**config.mk**
```make
export PLATFORM = sky130hd
export DESIGN_NAME = hsl_to_rgb_integer_unit
export DESIGN_NICKNAME = d
export VERILOG_FILES = /design/src/rtl/hsl2rgb_pkg.sv /design/src/rtl/hsl_to_rgb_integer_unit.sv /design/src/rtl/hsl2rgb_front.sv /design/src/rtl/hsl2rgb_scale.sv /design/src/rtl/hsl2rgb_back.sv
export SDC_FILE = /design/constraint.sdc
export NUM_CORES = 2
export LEC_CHECK = 0
export ABC_AREA = 1
export BUFFER_PORTS_ARGS = -buffer_cell sky130_fd_sc_hd__buf_2
export CORE_MARGIN = 2
export CORE_UTILIZATION = 28
export CTS_CLUSTER_SIZE = 8
export DETAILED_ROUTE_END_ITERATION = 16
export GPL_ROUTABILITY_DRIVEN = 0
export PLACE_DENSITY = 0.41
export REMOVE_ABC_BUFFERS = 1
export SLEW_MARGIN = 5
export SYNTH_ARGS = -nofsm -noshare
export SYNTH_HDL_FRONTEND = slang
export SYNTH_HIERARCHICAL = 1
export SYNTH_SLANG_ARGS = --single-unit
```
**constraint.sdc**
```tcl
create_clock -name clk -period 6.2 [get_ports clk]
set_input_delay 1.24 -clock clk [delete_from_list [all_inputs] [get_ports clk]]
set_output_delay 1.24 -clock clk [all_outputs]
set_load 0.01 [all_outputs]
```
**src/rtl/hsl2rgb_pkg.sv**
```systemverilog
`timescale 1ns / 1ps
package hsl2rgb_pkg;

  localparam int unsigned HueFull    = 360;
  localparam int unsigned HueThird   = 120;
  localparam int unsigned HueSeg     = 60;
  localparam int unsigned HueFlat    = 180;
  localparam int unsigned HueEnd     = 240;
  localparam int unsigned PctMax     = 100;
  localparam int unsigned PctHalf    = 50;
  localparam int unsigned LevelTwice = 200;

  // floor(2^24 / 360), quotient estimate is low by at most one
  localparam int unsigned HueRecip  = 46603;
  localparam int unsigned HueShift  = 24;

  // 255 / 600000 reduces to 17 / 40000
  localparam int unsigned ScaleNum   = 17;
  localparam int unsigned ScaleDen   = 40000;
  // floor(17 * 2^32 / 40000), quotient estimate is low by at most one
  localparam int unsigned ScaleRecip = 1825361;
  localparam int unsigned ScaleShift = 32;

  localparam int unsigned NumChan = 3;
  localparam int unsigned ChRed   = 0;
  localparam int unsigned ChGreen = 1;
  localparam int unsigned ChBlue  = 2;

  typedef struct packed {
    logic [15:0] hue_degrees;
    logic [7:0]  saturation_percent;
    logic [7:0]  lightness_percent;
  } hsl2rgb_in_t;

  typedef struct packed {
    logic [7:0] red;
    logic [7:0] green;
    logic [7:0] blue;
  } hsl2rgb_out_t;

  // low level, ramp span and per-channel ramp weight (0..60)
  typedef struct packed {
    logic [13:0]                  lo;
    logic [13:0]                  diff;
    logic [NumChan-1:0][5:0]      fac;
  } hsl2rgb_lvl_t;

  // ramp(t) = lo*60 + diff*weight(t)
  function automatic logic [5:0] ramp_weight(input logic [8:0] t);
    logic [8:0] down;
    logic [5:0] w;
    down = 9'(HueEnd) - t;
    if (t < 9'(HueSeg)) begin
      w = t[5:0];
    end else if (t < 9'(HueFlat)) begin
      w = 6'(HueSeg);
    end else if (t < 9'(HueEnd)) begin
      w = down[5:0];
    end else begin
      w = 6'd0;
    end
    return w;
  endfunction

endpackage

```
**src/rtl/hsl_to_rgb_integer_unit.sv**
```systemverilog
`timescale 1ns / 1ps
// a beat taken at a clock edge goes through every stage and then shows on
// out_data with out_valid for one cycle. throughput: one beat per clock,
// set by the six-stage pipeline that accepts every cycle; busy is high only
// in reset. reset (rst_n low, synchronous) clears all stage valid bits, so
// no result follows a beat in flight at reset. out_valid cannot be held off.
module hsl_to_rgb_integer_unit import hsl2rgb_pkg::*; (
  input  logic         clk,
  input  logic         rst_n,
  input  logic         start,
  output logic         busy,
  input  hsl2rgb_in_t  in_data,
  output logic         out_valid,
  output hsl2rgb_out_t out_data
);

  logic         accept;
  logic         lvl_valid;
  hsl2rgb_lvl_t lvl_data;

  assign busy   = ~rst_n;
  assign accept = start & ~busy;

  // zero saturation needs no path of its own: lo == hi gives l*255/100
  hsl2rgb_front u_front (
    .clk       (clk),
    .rst_n     (rst_n),
    .in_valid  (accept),
    .in_data   (in_data),
    .lvl_valid (lvl_valid),
    .lvl_data  (lvl_data)
  );

  hsl2rgb_back u_back (
    .clk       (clk),
    .rst_n     (rst_n),
    .lvl_valid (lvl_valid),
    .lvl_data  (lvl_data),
    .out_valid (out_valid),
    .out_data  (out_data)
  );

  a_beat_out: assert property (@(posedge clk) disable iff (!rst_n)
    accept |-> ##6 out_valid)
    else $error("accepted beat produced no result");

  a_no_spurious: assert property (@(posedge clk) disable iff (!rst_n)
    out_valid |-> $past(accept, 6))
    else $error("result without an accepted beat");

  a_grey: assert property (@(posedge clk) disable iff (!rst_n)
    (out_valid && $past(accept && in_data.saturation_percent == 8'd0, 6))
      |-> (out_data.red == out_data.green && out_data.green == out_data.blue))
    else $error("zero saturation gave unequal channels");

endmodule

```
**src/rtl/hsl2rgb_front.sv**
```systemverilog
`timescale 1ns / 1ps
module hsl2rgb_front import hsl2rgb_pkg::*; (
  input  logic         clk,
  input  logic         rst_n,
  input  logic         in_valid,
  input  hsl2rgb_in_t  in_data,
  output logic         lvl_valid,
  output hsl2rgb_lvl_t lvl_data
);

  // stage 1: hue quotient estimate, clamping
  logic        v1_r;
  logic [15:0] h1_r;
  logic [7:0]  q1_r, q1_nxt;
  logic [6:0]  s1_r, s1_nxt, l1_r, l1_nxt;
  logic [31:0] hue_prod;

  assign hue_prod = 32'(in_data.hue_degrees) * 32'(HueRecip);
  assign q1_nxt   = hue_prod[HueShift +: 8];
  assign s1_nxt   = (in_data.saturation_percent > 8'(PctMax)) ? 7'(PctMax)
                                                               : in_data.saturation_percent[6:0];
  assign l1_nxt   = (in_data.lightness_percent > 8'(PctMax)) ? 7'(PctMax)
                                                              : in_data.lightness_percent[6:0];

  always_ff @(posedge clk) begin
    if (!rst_n) begin
      v1_r <= 1'b0;
    end else begin
      v1_r <= in_valid;
    end
  end

  always_ff @(posedge clk) begin
    h1_r <= in_data.hue_degrees;
    q1_r <= q1_nxt;
    s1_r <= s1_nxt;
    l1_r <= l1_nxt;
  end

  // stage 2: hue remainder with one correction, high level
  logic        v2_r;
  logic [8:0]  hm2_r, hm2_nxt;
  logic [13:0] hi2_r, hi2_nxt;
  logic [6:0]  l2_r;
  logic [15:0] hue_rem;
  logic [9:0]  rem10;
  logic [14:0] ls_prod, hi_dark, hi_bright;

  assign hue_rem = h1_r - 16'(q1_r) * 16'(HueFull);
  assign rem10   = hue_rem[9:0];
  assign hm2_nxt = (rem10 >= 10'(HueFull)) ? 9'(rem10 - 10'(HueFull)) : rem10[8:0];

  assign ls_prod   = 15'(s1_r) * 15'(l1_r);
  assign hi_dark   = 15'(l1_r) * (15'(PctMax) + 15'(s1_r));
  assign hi_bright = (15'(l1_r) + 15'(s1_r)) * 15'(PctMax) - ls_prod;
  assign hi2_nxt   = (l1_r < 7'(PctHalf)) ? hi_dark[13:0] : hi_bright[13:0];

  always_ff @(posedge clk) begin
    if (!rst_n) begin
      v2_r <= 1'b0;
    end else begin
      v2_r <= v1_r;
    end
  end

  always_ff @(posedge clk) begin
    hm2_r <= hm2_nxt;
    hi2_r <= hi2_nxt;
    l2_r  <= l1_r;
  end

  // stage 3: low level, span, channel hue angles to ramp weights
  logic         v3_r;
  hsl2rgb_lvl_t lvl_r, lvl_nxt;
  logic [14:0]  lo_full;
  logic [8:0]   ang_red, ang_blue;

  assign lo_full  = 15'(l2_r) * 15'(LevelTwice) - 15'(hi2_r);
  assign ang_red  = (hm2_r < 9'(HueEnd)) ? hm2_r + 9'(HueThird) : hm2_r - 9'(HueEnd);
  assign ang_blue = (hm2_r >= 9'(HueThird)) ? hm2_r - 9'(HueThird) : hm2_r + 9'(HueEnd);

  always_comb begin
    lvl_nxt              = '0;
    lvl_nxt.lo           = lo_full[13:0];
    lvl_nxt.diff         = hi2_r - lo_full[13:0];
    lvl_nxt.fac[ChRed]   = ramp_weight(ang_red);
    lvl_nxt.fac[ChGreen] = ramp_weight(hm2_r);
    lvl_nxt.fac[ChBlue]  = ramp_weight(ang_blue);
  end

  always_ff @(posedge clk) begin
    if (!rst_n) begin
      v3_r <= 1'b0;
    end else begin
      v3_r <= v2_r;
    end
  end

  always_ff @(posedge clk) begin
    lvl_r <= lvl_nxt;
  end

  assign lvl_valid = v3_r;
  assign lvl_data  = lvl_r;

endmodule

```
**src/rtl/hsl2rgb_scale.sv**
```systemverilog
`timescale 1ns / 1ps
module hsl2rgb_scale import hsl2rgb_pkg::*; (
  input  logic        clk,
  input  logic [19:0] ramp,
  output logic [7:0]  chan
);

  // ramp * 17 / 40000 via reciprocal, then one correction step
  logic [19:0] ramp5_r;
  logic [8:0]  q5_r;
  logic [40:0] scale_prod;

  assign scale_prod = 41'(ramp) * 41'(ScaleRecip);

  always_ff @(posedge clk) begin
    ramp5_r <= ramp;
    q5_r    <= scale_prod[ScaleShift +: 9];
  end

  logic [7:0]  chan_r, chan_nxt;
  logic [23:0] num, rem;

  assign num      = 24'(ramp5_r) * 24'(ScaleNum);
  assign rem      = num - 24'(q5_r) * 24'(ScaleDen);
  assign chan_nxt = (rem >= 24'(ScaleDen)) ? 8'(q5_r + 9'd1) : q5_r[7:0];

  always_ff @(posedge clk) begin
    chan_r <= chan_nxt;
  end

  assign chan = chan_r;

endmodule

```
**src/rtl/hsl2rgb_back.sv**
```systemverilog
`timescale 1ns / 1ps
module hsl2rgb_back import hsl2rgb_pkg::*; (
  input  logic         clk,
  input  logic         rst_n,
  input  logic         lvl_valid,
  input  hsl2rgb_lvl_t lvl_data,
  output logic         out_valid,
  output hsl2rgb_out_t out_data
);

  // stage 4: ramp value per channel, at most 600000
  logic        v4_r, v5_r, v6_r;
  logic [19:0] ramp4_r [NumChan];
  logic [7:0]  chan    [NumChan];

  always_ff @(posedge clk) begin
    for (int i = 0; i < NumChan; i++) begin
      ramp4_r[i] <= 20'(lvl_data.lo) * 20'(HueSeg) + 20'(lvl_data.diff) * 20'(lvl_data.fac[i]);
    end
  end

  // stages 5 and 6 live in the scale lanes
  for (genvar g = 0; g < NumChan; g++) begin : g_lane
    hsl2rgb_scale u_scale (
      .clk  (clk),
      .ramp (ramp4_r[g]),
      .chan (chan[g])
    );
  end

  always_ff @(posedge clk) begin
    if (!rst_n) begin
      v4_r <= 1'b0;
      v5_r <= 1'b0;
      v6_r <= 1'b0;
    end else begin
      v4_r <= lvl_valid;
      v5_r <= v4_r;
      v6_r <= v5_r;
    end
  end

  assign out_valid      = v6_r;
  assign out_data.red   = chan[ChRed];
  assign out_data.green = chan[ChGreen];
  assign out_data.blue  = chan[ChBlue];

endmodule

```
# Word-level counts from Yosys, hierarchy flattened
# Memories as Yosys holds them, arrays and structs flattened.
# Index checks and enable logic that the tools add are counted.
# classes
addsub	23
n_reduce_logical	0
n_eq_ne	0
muxes	16
n_bitwise	2
div	0
mul	19
magnitude_cmp	17
shifts	0
# ops
cell	n
20-bit by 21-bit multiplier with 41-bit output, second input constant	3
24-bit by 16-bit >= comparator with 1-bit output, second input constant	3
20-bit by 5-bit multiplier with 24-bit output, second input constant	3
24-bit subtractor	3
20-bit adder	3
14-bit by 6-bit multiplier with 20-bit output	3
9-bit by 8-bit < comparator with 1-bit output, second input constant	6
9-bit by 10-bit multiplier with 18-bit output, second input constant	3
6-bit 2-to-1 mux	9
14-bit subtractor	3
16-bit by 16-bit multiplier with 32-bit output, second input constant	1
9-bit by 6-bit < comparator with 1-bit output, second input constant	3
9-bit 2-to-1 mux	3
8-bit by 1-bit adder with 8-bit output, second input constant	3
8-bit 2-to-1 mux	3
14-bit by 4-bit multiplier with 18-bit output, second input constant	1
6-bit subtractor, first input constant	3
8-bit by 7-bit > comparator with 1-bit output, second input constant	2
15-bit by 5-bit multiplier with 12-bit output, second input constant	1
7-bit by 15-bit multiplier with 14-bit output	1
7-bit by 7-bit multiplier with 14-bit output	1
14-bit 2-to-1 mux	1
7-bit by 5-bit multiplier with 11-bit output, second input constant	1
10-bit by 9-bit >= comparator with 1-bit output, second input constant	1
13 further kinds	13
# word_totals
rom_bits	0
latchBits	0
input_bits	35
ff_bits	225
ram_bits	60
memories	1
# memory_table
name	depth	word_bits	read_ports	rd_clocked_by_memory_dff	write_ports	line	rtl
u_back.ramp4_r	3	20	3	0	3	hsl2rgb_back.sv:13	logic [19:0] ramp4_r [NumChan];

# Longest topological paths before layout
# logic_depth
word_depth	6
ltp_mapped	35
ltp_nobuf	35

# Hierarchy
# Netlist, hierarchy kept.
# by_module_without_submodules
mod	seq_area_each_um2	cells_each	instances	area_each_um2
hsl2rgb_front	2182.1	1984	1	15067.0
hsl2rgb_scale at u_back.g_lane[2].u_scale	740.7	1498	1	12423.2
hsl2rgb_scale at u_back.g_lane[0].u_scale	740.7	1478	1	12388.1
hsl2rgb_scale at u_back.g_lane[1].u_scale	740.7	1484	1	12375.6
hsl2rgb_back	1261.2	1486	1	11732.5
hsl_to_rgb_integer_unit	0.0	3	1	11.3

# Worst setup path before layout
# Ideal clock, no wire load.
# synth_path
kind	register to register
start	reg u_back.g_lane[0].u_scale.q5_r[6]
end	reg u_back.g_lane[0].u_scale.chan_r[0]
period_less_slack_ps	5650
required_time_ps	6087
n_path_buf	0
path_slack_ps	550
arrival_ps	5537
stages_incl_launch_ff	33
path_cell_list	dfxtp_1 > ha_1 > ha_1 > inv_1 > fa_1 > fa_1 > inv_1 > ha_1 > a21oi_1 > o21ai_0 > a21oi_1 > nor2_1 > nor2_1 > nor2_1 > nor2_1 > xor2_1 > ha_1 > ha_1 > ha_1 > ha_1 > nand2_1 > nor2_2 > inv_1 > nor2_2 > nand3_1 > nand3_1 > nand2_1 > nand2_1 > nand2_2 > nor2_8 > nand3_4 > nand2_1 > nand2_1
# synth_between
elab_chain_len	4
# synth_lines
element	line	rtl
from (decl)	hsl2rgb_scale.sv:10	logic [8:0] q5_r;
from (signal assigned)	hsl2rgb_scale.sv:17	q5_r <= scale_prod[ScaleShift +: 9];
9-bit by 10-bit multiplier with 18-bit output	hsl2rgb_scale.sv:24	assign rem = num - 24'(q5_r) * 24'(ScaleDen);
24-bit subtractor	hsl2rgb_scale.sv:24	
24-bit by 16-bit >= comparator with 1-bit output	hsl2rgb_scale.sv:25	assign chan_nxt = (rem >= 24'(ScaleDen)) ? 8'(q5_r + 9'd1) : q5_r[7:0];
8-bit 2-to-1 mux	hsl2rgb_scale.sv:25	
net u_back.g_lane[0].u_scale.chan_nxt[0]	hsl2rgb_scale.sv:20	logic [7:0] chan_r, chan_nxt;
to (signal assigned)	hsl2rgb_scale.sv:28	chan_r <= chan_nxt;
to (decl)	hsl2rgb_scale.sv:20	
# The timed path passes the listed nets, and every way through them passes these cells.
# A chain may end at the register's enable or synchronous reset.

==> impl_metrics.ini <==
[clocking]
clockBufferDepth = 3
cts.sink_count = 283
cts_root_buffer = clkbuf_16
htreeDepth = 2
clk-insertion-delay-late_ps = 670
cts_hold_buffers = 0
cts_tree = built
cts_made_buffers = 48
clk_transition_reported_paths_ps = 50

[setup_path]
start_kind = flip-flop
setup.worst_path.end_class = flip-flop
crit_type = reg -> reg
path_max_fanout = 6
cp.arrival_ps = 6390
crit_required_ps = 6740

[placement]
place_ws_ps = 59.7
place_inst = 11107
hpwl_mm = 152
io_buffers = 60

[synthesis]
synth_edf_count = 0
ys_seq_area_share_pct = 8.85
synth_cell_types = 61
synth_area_per_cell_sq_um = 8.07
synth_ff_type = dfxtp_1
yosys_warnings = 6
synthArstFlopShare_pct = 0
ys_ff_latch = 283
synthCells = 7933
syn-cell-area_sq_um = 64000

[global_route]
grt_pass1_wl_mm = 279
grt_pass1_vias = 52168
grt_max_degree = 19
track_usage_pct = 15.0
gr-total-overflow = 0
antenna_found_initial = 7

[floorplanning]
die_y_um = 482
die_area_sq_um = 232000
coreArea_sq_um = 227000
die_w_um = 482
boundaryPins = 61
start_util_pct = 28.2
row_count = 175

[finish]
final_common_cell = inv_1
syn_to_final_growth_pct = 10.7
final_cell_mix = 2121 x inv_1, 1477 x nand2_1, 1229 x ha_1
nets = 10355
drive_above_1_share_pct = 6.55
fin_cells = 11195
post-route-util_pct = 31.2

[status]
status = finished clean

[timing]
tns_ps = 0
hold_violations = 0
worst_slew_pin_slew_ps = 857
min_period_ps = 5860
slew_violations = 0
fin_ws_ps = 345
fmax_mhz = 171
min_period_over_period_pct = 94.4
max_slew_margin_pct = 42.8
clock_skew_ps = 27.9
setup_viol = 0

[routing]
ant_nets = 0
dr.pass1.iters = 5
first_iter_violations = 1946
drt-total-wl_mm = 170
routed_via_density = 4.35
vias = 48706
wl_per_cell_um = 15.2
drc = 0

[job]
cap_violations = 0

[worst_hold_path]
hp-class = reg -> reg
==> Yosys cell counts, types with 6 or more instances <==
master,n,area [sq um]
a21boi_0,6,45.0
a21boi_1,8,60.1
a21o_1,39,293
a21oi_1,339,1700
a21oi_2,6,52.6
a31oi_1,31,194
clkbuf_1,60,225
dfxtp_1,283,5670
fa_1,918,18400
ha_1,1242,15500
inv_1,2122,7970
inv_2,28,105
nand2_1,1479,5550
nand2_2,51,319
nand2_4,6,67.6
nand3_1,253,1270
nand3_2,13,130
nand3b_1,25,188
nand4_1,82,513
nor2_1,328,1230
nor2_2,29,181
nor2_8,6,120
nor3_1,43,215
nor4_1,15,93.8
o211ai_1,6,45.0
o21a_1,6,45.0
o21ai_0,146,731
o21ai_1,11,55.1
o21bai_1,35,263
or2_2,13,81.3
xnor2_1,82,718
xor2_1,148,1300
==> registers in the layout, summed over array words and instances, names as in the netlist <==
name and cells:
u_back/g_lane.u_scale/chan 24, u_back/g_lane.u_scale/q5_r 27, u_back/g_lane.u_scale/ramp5_r 60, u_back/out_valid 1, u_back/ramp4_r 60, u_back/v4_r 1
u_back/v5_r 1, u_front/h1_r 10, u_front/hi2_r 14, u_front/hm2_r 9, u_front/l1_r 7, u_front/l2_r 7
u_front/lvl_data 45, u_front/lvl_valid 1, u_front/q1_r 7, u_front/s1_r 7, u_front/v1_r 1, u_front/v2_r 1
==> kinds of logic after synthesis <==
| group | after synthesis | synth area share [%] |
|---|---|---|
| AO/OA/AOI/OAI | 670 | 5.93 |
| XOR/XNOR | 231 | 3.17 |
| adder cells (fa/ha/maj) | 2160 | 53.0 |
| buffers and inverters | 2218 | 13.0 |
| flip-flops | 283 | 8.85 |
| other | 1 | 0.00586 |
| AND/OR/NAND/NOR | 2370 | 16.0 |
==> per-layer routing <==
layer | global-route usage, % | routed length (um) | vias up
met2 | 25.8 | 80600 | 473
met1 | 20.5 | 83100 | 23393
li1 | - | - | 24705
met3 | 1.15 | 3790 | 135
met4 | 2.93 | 2970 | 0
met5 | 0 | 0 | -
==> per-stage QoR <==
stage,area [sq um],hold slack [ps]
global placement,69100,312
global route,70900,327
CTS,70600,325
floorplan,63700,310
finish,70900,321
detailed placement,69100,315
==> path summary, 6_finish.rpt <==
path | start | slack, ps | cells after the start | end
max reg2reg | u_back/ramp4_r[0][47]$_DFF_P_ | 340 | 19 | u_back/g_lane[2].u_scale/q5_r[6]$_DFF_P_
min | u_front/h1_r[1]$_DFF_P_ | 320 | 0 | u_front/hm2_r[1]$_DFF_P_
min reg2reg | u_front/h1_r[1]$_DFF_P_ | 320 | 0 | u_front/hm2_r[1]$_DFF_P_
max | u_back/ramp4_r[0][47]$_DFF_P_ | 340 | 19 | u_back/g_lane[2].u_scale/q5_r[6]$_DFF_P_
==> what timing repair did <==
item | CTS | global route
setup buffers | 0 | 12
resized for setup | 0 | 56
endpoints found under the setup margin | 0 | 29
==> worst max-delay path, cell delays in order (launching register included) <==
cell and delay (ps):
dfxtp_1 610, ha_1 480, ha_1 360, inv_1 50
fa_1 490, inv_1 50, fa_1 560, inv_1 70
fa_1 550, inv_1 70, fa_1 510, fa_1 420
ha_1 330, nand2_1 90, nor2_1 150, nand2_1 80
nor4_1 240, nand3_1 140, nand4_1 200, xor2_1 290
==> final cells by class <==
| class | instances | area [sq um] |
|---|---|---|
| fill | 24477 | 156000 |
| multi-input combinational | 5432 | 50200 |
| inverter | 2153 | 8080 |
| sequential | 283 | 5690 |
| tap | 3009 | 3760 |
| timing repair buffer | 242 | 1670 |
| clock buffer | 60 | 1300 |
| clock inverter | 14 | 185 |
| antenna | 2 | 5.00 |
Power is not shown: default switching activity piles up to over one toggle a cycle in this logic, so the estimate is an artifact.
